### config.mk
export PLATFORM = sky130hd
export DESIGN_NAME = tlsc_div
export DESIGN_NICKNAME = d
export VERILOG_FILES = /design/src/rtl/tlsc_pkg.sv /design/src/rtl/tlsc_div.sv
export SDC_FILE = /design/constraint.sdc
export NUM_CORES = 1
export LEC_CHECK = 0
export BUFFER_PORTS_ARGS = -buffer_cell sky130_fd_sc_hd__buf_2
export CAP_MARGIN = 20
export CELL_PAD_IN_SITES_DETAIL_PLACEMENT = 1
export CELL_PAD_IN_SITES_GLOBAL_PLACEMENT = 2
export CORE_MARGIN = 2
export CORE_UTILIZATION = 34
export CTS_BUF_LIST = sky130_fd_sc_hd__clkbuf_8
export CTS_CLUSTER_SIZE = 24
export DETAILED_ROUTE_END_ITERATION = 8
export GPL_ROUTABILITY_DRIVEN = 0
export GPL_TIMING_DRIVEN = 0
export PLACE_DENSITY = 0.84
export RECOVER_POWER = 25
export SYNTH_ARGS = -nofsm -noshare
export SYNTH_HDL_FRONTEND = slang
export SYNTH_SLANG_ARGS = --single-unit
### constraint.sdc
create_clock -name clk -period 2.5 [get_ports clk]
set_input_delay 0.375 -clock clk [delete_from_list [all_inputs] [get_ports clk]]
set_output_delay 0.375 -clock clk [all_outputs]
set_load 0.005 [all_outputs]
### src/rtl/tlsc_pkg.sv
// Shared constants, types and a helper function for the tensor layout size calculator.
`timescale 1ns / 1ps

package tlsc_pkg;

    localparam int PACK_FACTOR = 4;

    localparam int H_W      = 12;
    localparam int W_W      = 12;
    localparam int CH_W     = 11;
    localparam int PAD_W    = 4;
    localparam int ELEM_W   = 3;
    localparam int ORD_W    = 2;
    localparam int BYTES_W  = 48;
    localparam int TOUT_W   = 9;

    localparam int TILE_W   = CH_W - $clog2(PACK_FACTOR) + 1;
    localparam int PADC_W   = CH_W + 1;
    localparam int EXT_W    = W_W + 1;
    localparam int SIZE_W   = 3;
    localparam int MUL_W    = BYTES_W / 2;
    localparam int PROD_W   = 2 * MUL_W;
    localparam int SUM_W    = 3 * MUL_W;
    localparam int COST_W   = 2 * TILE_W + 1;
    localparam int CNT_W    = $clog2(TILE_W + 1);
    localparam int STEP_W   = 2;
    localparam int LAST_STEP = 2;

    typedef enum logic [ORD_W-1:0] {
        ORD_CHAN    = 2'd0,
        ORD_SHALLOW = 2'd1,
        ORD_DEEP    = 2'd2
    } order_t;

    typedef enum logic [2:0] {
        ST_IDLE,
        ST_DIV,
        ST_EVAL,
        ST_PREP_W,
        ST_PREP_H,
        ST_MUL_LO,
        ST_MUL_HI
    } state_t;

    typedef struct packed {
        logic              start;
        logic [TILE_W-1:0] dividend;
        logic [TILE_W-1:0] divisor;
    } div_req_t;

    typedef struct packed {
        logic              done;
        logic [TILE_W-1:0] quot;
        logic [TILE_W-1:0] rem;
    } div_res_t;

    function automatic logic [SIZE_W-1:0] elem_size(input logic [ELEM_W-1:0] code);
        logic [SIZE_W-1:0] sz;
        case (code)
            3'd0:    sz = 3'd4;
            3'd1:    sz = 3'd4;
            3'd2:    sz = 3'd2;
            3'd3:    sz = 3'd1;
            3'd4:    sz = 3'd4;
            3'd5:    sz = 3'd2;
            3'd6:    sz = 3'd1;
            default: sz = 3'd0;
        endcase
        return sz;
    endfunction

endpackage

### src/rtl/tlsc_div.sv
// Restoring divider that produces one quotient bit per cycle for the tiling search.
`timescale 1ns / 1ps

module tlsc_div import tlsc_pkg::*;
(
    input  logic     clk,
    input  logic     rst_n,
    input  div_req_t req,
    output div_res_t res
);

    logic              run_reg;
    logic              done_reg;
    logic [CNT_W-1:0]  cnt_reg;
    logic [TILE_W-1:0] dvs_reg;
    logic [TILE_W-1:0] rem_reg;
    logic [TILE_W-1:0] quo_reg;

    logic [TILE_W:0]   trial;
    logic              fits;
    logic [TILE_W-1:0] rem_next;

    always_comb
    begin
        trial    = {rem_reg, quo_reg[TILE_W-1]};
        fits     = (trial >= {1'b0, dvs_reg});
        rem_next = fits ? TILE_W'(trial - {1'b0, dvs_reg}) : trial[TILE_W-1:0];
    end

    always_ff @(posedge clk or negedge rst_n)
    begin
        if (!rst_n)
        begin
            run_reg  <= 1'b0;
            done_reg <= 1'b0;
            cnt_reg  <= '0;
            dvs_reg  <= '0;
            rem_reg  <= '0;
            quo_reg  <= '0;
        end
        else if (req.start)
        begin
            run_reg  <= 1'b1;
            done_reg <= 1'b0;
            cnt_reg  <= CNT_W'(TILE_W);
            dvs_reg  <= req.divisor;
            rem_reg  <= '0;
            quo_reg  <= req.dividend;
        end
        else if (run_reg)
        begin
            rem_reg <= rem_next;
            quo_reg <= {quo_reg[TILE_W-2:0], fits};
            cnt_reg <= cnt_reg - CNT_W'(1);
            if (cnt_reg == CNT_W'(1))
            begin
                run_reg  <= 1'b0;
                done_reg <= 1'b1;
            end
        end
        else
        begin
            done_reg <= 1'b0;
        end
    end

    assign res.done = done_reg;
    assign res.quot = quo_reg;
    assign res.rem  = rem_reg;

endmodule

## Word-level counts from Yosys, hierarchy flattened

Index checks and enable logic that the tools add are counted.

| word-level totals | value |
|---|---|
| output and inout bits | 21 |
| bits of input ports | 23 |
| bits in read-only memories | 0 |
| memories kept | 0 |
| latch bits | 0 |
| RAM bits | 0 |
| logic and storage cells | 25 |
| flip-flop bits (word level) | 36 |

| cells by class | value |
|---|---|
| bitwise logic cells | 0 |
| mux-type cells | 13 |
| shift operators | 0 |
| order comparisons | 1 |
| add/subtract/negate cells | 2 |
| div/mod/pow operators | 0 |
| eq/ne operators | 2 |
| reduce and logical (&&, ||, !) cells | 1 |
| multiply operators | 0 |

Operators by type and width:

| kind | number |
|---|---|
| 10-bit 2-to-1 mux | 5 |
| 11-bit by 10-bit greater-or-equal comparator with 1-bit output | 1 |
| 10-bit subtractor | 1 |
| 4-bit 2-to-1 mux | 2 |
| 1-bit 2-to-1 mux | 6 |
| 4-bit by 1-bit == test with 1-bit output, second input constant | 1 |
| 4-bit by 1-bit subtractor with 4-bit output, second input constant | 1 |
| 3-bit by 2-bit != test with 1-bit output, second input constant | 1 |
| 2-bit nonzero test | 1 |

## Longest topological paths before layout

| logic depth | value |
|---|---|
| depth in word-level cells | 4 |
| gate-level depth with buffers | 9 |
| mapped depth without buffers | 9 |

## Worst setup path before layout

Ideal clock, no wire load.

| timing | value |
|---|---|
| kind | register to register |
| start | reg quo_reg[9] |
| end | reg rem_reg[6] |
| clock period less this slack | 2225 ps |
| buffers on the path | 0 |
| data arrival time | 2131 ps |
| setup slack | 275 ps |
| library setup time | 94 ps |
| cell stages (with the launch flop) | 10 |
| data required time | 2406 ps |
| cells stage by stage | dfrtp_1 > inv_1 > ha_1 > inv_1 > fa_1 > a211oi_1 > nor2_1 > or4_1 > and4_1 > a211oi_1 |

| on the way | value |
|---|---|
| word-level cells in the longest chain between the ends | 4 |
| elaborated cells between the ends (all ways) | 5 |
| those cells by class | add/sub (1); order compare (1); mux (3) |

Ends and longest elaborated chain:

| element | line | RTL |
|---|---|---|
| start, declared | tlsc_div.sv:17 | `logic [TILE_W-1:0] quo_reg;` |
| start signal, assigned | tlsc_div.sv:48 | `quo_reg <= req.dividend;` |
| start signal, assigned | tlsc_div.sv:53 | `quo_reg <= {quo_reg[TILE_W-2:0], fits};` |
| 10-bit subtractor or 11-bit by 10-bit greater-or-equal comparator with 1-bit output (tied branches) | tlsc_div.sv:27, tlsc_div.sv:26 |  |
| 10-bit 2-to-1 mux * | tlsc_div.sv:27 | `rem_next = fits ? TILE_W'(trial - {1'b0, dvs_reg}) : trial[TILE_W-1:0];` |
| 10-bit 2-to-1 mux * | tlsc_div.sv:50 | `else if (run_reg)` |
| 10-bit 2-to-1 mux * | tlsc_div.sv:41 | `else if (req.start)` |
| end signal, assigned | tlsc_div.sv:52 | `rem_reg <= rem_next;` |
| end, declared | tlsc_div.sv:16 | `logic [TILE_W-1:0] rem_reg;` |

Every way passes the cells marked *; elsewhere a longest branch is shown, timed or not. The select of a mux whose other input is x is not followed.
A chain may end at the register's enable or synchronous reset.

## Worst setup path after layout

Same ends and word-level chain as after synthesis.

==> flow_summary_export.csv <==
group,metric,value,unit
pwr,p_leak,1.294,nW
worst_hold_path,min_to,"quo_reg[7]$_DFFE_PN0P_",
run_status,outcome,"finished, violations left",
place,place_area,2474,um2
route,drc,0,
worst_setup_path,crit_required,2.69,ns
clock_tree,cts_made_buffers,5,
clock_tree,cts.sinks,36,
layout,diodes,0,
route,wl,6086,um
floorplan,coreArea,6241,um2
sta,finalCritPeriodShare,94.54,%
logic_synthesis,syn-cell-area,2162,um2
clock_tree,cts-root-buf,"clkbuf_8",
logic_synthesis,postSynthCellCount,233,
logic_synthesis,ys_types,46,
floorplan,rows,29,
worst_setup_path,reg2reg_from,"quo_reg[9]$_DFFE_PN0P_",
layout,final_cells,363,
worst_setup_path,arrival,2.56,ns
clock_tree,cts.clk_slew.worst_paths,0.08,ns
logic_synthesis,synth_edf_count,0,
worst_hold_path,hp-class,"input port to flip-flop",
layout,seq_area,900.9,um2
layout,multi_input_area,1165,um2
logic_synthesis,synthArstFlopShare,100.0,%
sta,hold_viol,0,
floorplan,die-width,83.75,um
clock_tree,h-tree-depth,2,
sta,grt_setup_unrepaired,"true",
layout,final_area,2587,um2
global_routing,overflow,0,
worst_hold_path,min-delay-start,"req[17]",
route,avgRoutedWirePerCell,16.77,um
sta,setup_viol,0,
logic_synthesis,synth_nets,269,
worst_setup_path,start_kind,"flip-flop",
sta,period_needed,2.363,ns
pwr,peakVddDrop,0.3388,mV
run_status,violations,"max-capacitance violations, max-slew violations",
layout,final_common_cell,"buf_2",
floorplan,die-area,7013,um2
global_routing,grt_util_all_layers,18.50,%
sta,fmax,0.4231,GHz
layout,fill_cells,771,
pwr,powerDensity,976.5,nW/um2
route,drt_iter0_drc,122,
route,dr.pass1.iters,4,
logic_synthesis,synth_seq_area_share,41.67,%
clock_tree,cts_tree,"done",
logic_synthesis,avgSynthCellArea,9.279,um2
place,portBuffers,43,
place,dp_cells,353,
global_routing,grt_pass1_wl,10340,um
clock_tree,cts_buffer_depth,2,
global_routing,grt_max_degree,37,
global_routing,antenna_found_initial,0,
layout,areaGrowthSynthToFinish,19.68,%
route,ant_nets,0,
clock_tree,clk_latency,0.29,ns
floorplan,ios,44,
worst_setup_path,ff2ff_path_depth,9,
global_routing,grt_pass1_vias,2015,
logic_synthesis,synth-seq-cells,36,
flow_run,cap_violations,1,
sta,clock_skew,0.01400,ns
logic_synthesis,ys.flop_type,"dfrtp_1",
sta,tightestPinTransition,2.003,ns
clock_tree,cts_hold_buf,0,
layout,final_cell_mix,"42 x buf_2, 36 x dfrtp_1, 30 x nand2_1, 25 x o21ai_0",
worst_hold_path,hold_path_depth,3,
sta,max_slew_margin,-33.50,%
place,dp_hpwl,4533,um
worst_setup_path,critPathMaxFanout,4,
floorplan,die_y,83.75,um
sta,report.final.slew_viol_count,37,
route,vias,1912,
floorplan,start_util,34.64,%
logic_synthesis,ys_warn_count,0,
layout,nNetsFinal,321,
layout,drive_above_1_share,23.43,%
route,vias_per_cell,5.267,
worst_setup_path,worstSetupPathType,"flip-flop to flip-flop",
pwr,total_power,2.527,mW
worst_setup_path,worstReg2RegEnd,"rem_reg[6]$_DFFE_PN0P_",
worst_setup_path,r2r_slack,0.14,ns
worst_setup_path,endpoint_kind,"flip-flop",
-- cell type report --
type | instances | share of cell area (%)
Inverter | 17 | 2.466
Buffer | 11 | 1.741
Sequential cell | 36 | 34.82
Timing Repair Buffer | 45 | 8.849
Tap cell | 77 | 3.723
Clock inverter | 3 | 0.7253
Multi-Input combinational cell | 169 | 45.02
Clock buffer | 5 | 2.660
-- stage by stage --
step | hold slack (ns) | setup slack, ns | TNS, ns | utilization (%)
final | 0.2857 | 0.1366 | 0 | 41.46
after global routing | 0.2941 | -0.01987 | -0.01987 | 41.46
after CTS | 0.2196 | 0.006555 | 0 | 41.12
after detailed placement | 0.4991 | 0.02349 | 0 | 39.64
after global placement | 0.4942 | 0.08870 | 0 | 39.64
after floorplan | 0.07941 | 0.2752 | 0 | -
-- cell usage after synthesis (2+ instances only) --
cell / number / area [um2]
a211o_1: 2 / 17.52
inv_1: 17 / 63.81
clkbuf_1: 6 / 22.52
buf_1: 4 / 15.01
a211oi_1: 3 / 22.52
o21ai_0: 25 / 125.1
xnor2_1: 2 / 17.52
xor2_1: 5 / 43.79
nand3b_1: 3 / 22.52
nor4_1: 2 / 12.51
a21oi_2: 2 / 17.52
o31ai_1: 3 / 22.52
nand3_1: 6 / 30.03
o21bai_1: 2 / 15.01
nor2_1: 17 / 63.81
mux2i_1: 9 / 90.09
a31oi_1: 2 / 12.51
dfrtp_1: 36 / 900.9
ha_1: 12 / 150.1
a21o_1: 2 / 15.01
nand2_1: 30 / 112.6
nand2b_1: 4 / 25.02
o211ai_1: 2 / 15.01
nor3_1: 3 / 15.01
nor3b_1: 4 / 30.03
a21oi_1: 5 / 25.02
a311oi_1: 6 / 52.55
-- report_power, final --
group	switching [mW]	internal (mW)	leakage [nW]
clock	0.230	0.195	0.0479
sequential	0.130	0.699	0.445
combinational	0.725	0.548	0.802
-- how the worst max path moves through the flow --
stage	from	to	slack (ns)
2_1_floorplan	quo_reg[9]$_DFFE_PN0P_	rem_reg[6]$_DFFE_PN0P_	0.28
3_3_place_gp	quo_reg[9]$_DFFE_PN0P_	rem_reg[6]$_DFFE_PN0P_	0.09
3_5_place_dp	quo_reg[9]$_DFFE_PN0P_	rem_reg[6]$_DFFE_PN0P_	0.02
4_1_cts	quo_reg[9]$_DFFE_PN0P_	rem_reg[6]$_DFFE_PN0P_	0.007
5_1_grt	quo_reg[9]$_DFFE_PN0P_	rem_reg[6]$_DFFE_PN0P_	-0.02
6_report	quo_reg[9]$_DFFE_PN0P_	rem_reg[6]$_DFFE_PN0P_	0.14
-- what timing repair did --
item,in CTS,in global routing
setup endpoints to repair,1,2
pin swaps,0,1
setup buffers,0,2
resized for setup,1,2
-- routing by layer --
| metal | share of wire (%) | up-vias | global-route usage [%] | wire, um |
|---|---|---|---|---|
| met3 | 2.8 | 5 | 3.462 | 168 |
| li1 | - | 930 | - | - |
| met1 | 49 | 947 | 26.25 | 2955 |
| met2 | 48 | 30 | 29.75 | 2911 |
| met5 | 0 | - | 0 | 0 |
| met4 | 0.82 | 0 | 3.519 | 50 |
-- cells by family (layout without fill, tap and decap cells) --
group / Yosys count / after routing / synth area share (%)
and+or+nand+nor: 74 / 74 / 16.09
AOI/OAI and AO/OA: 65 / 65 / 21.82
DFF: 36 / 36 / 41.67
buffers and inverters: 28 / 81 / 5.035
adders and majority gates: 13 / 13 / 7.870
muxes: 10 / 10 / 4.688
xor gates and xnor gates: 7 / 7 / 2.836
-- critical path, cell delays in order, from the launching register on --
cell and delay [ns]:
dfrtp_1 0.39, inv_1 0.08, ha_1 0.18, inv_1 0.06
fa_2 0.37, a211oi_2 0.23, nor2_1 0.12, or4_1 0.40
and4_1 0.20, a211oi_2 0.23
(Power assumes the default switching activity.)
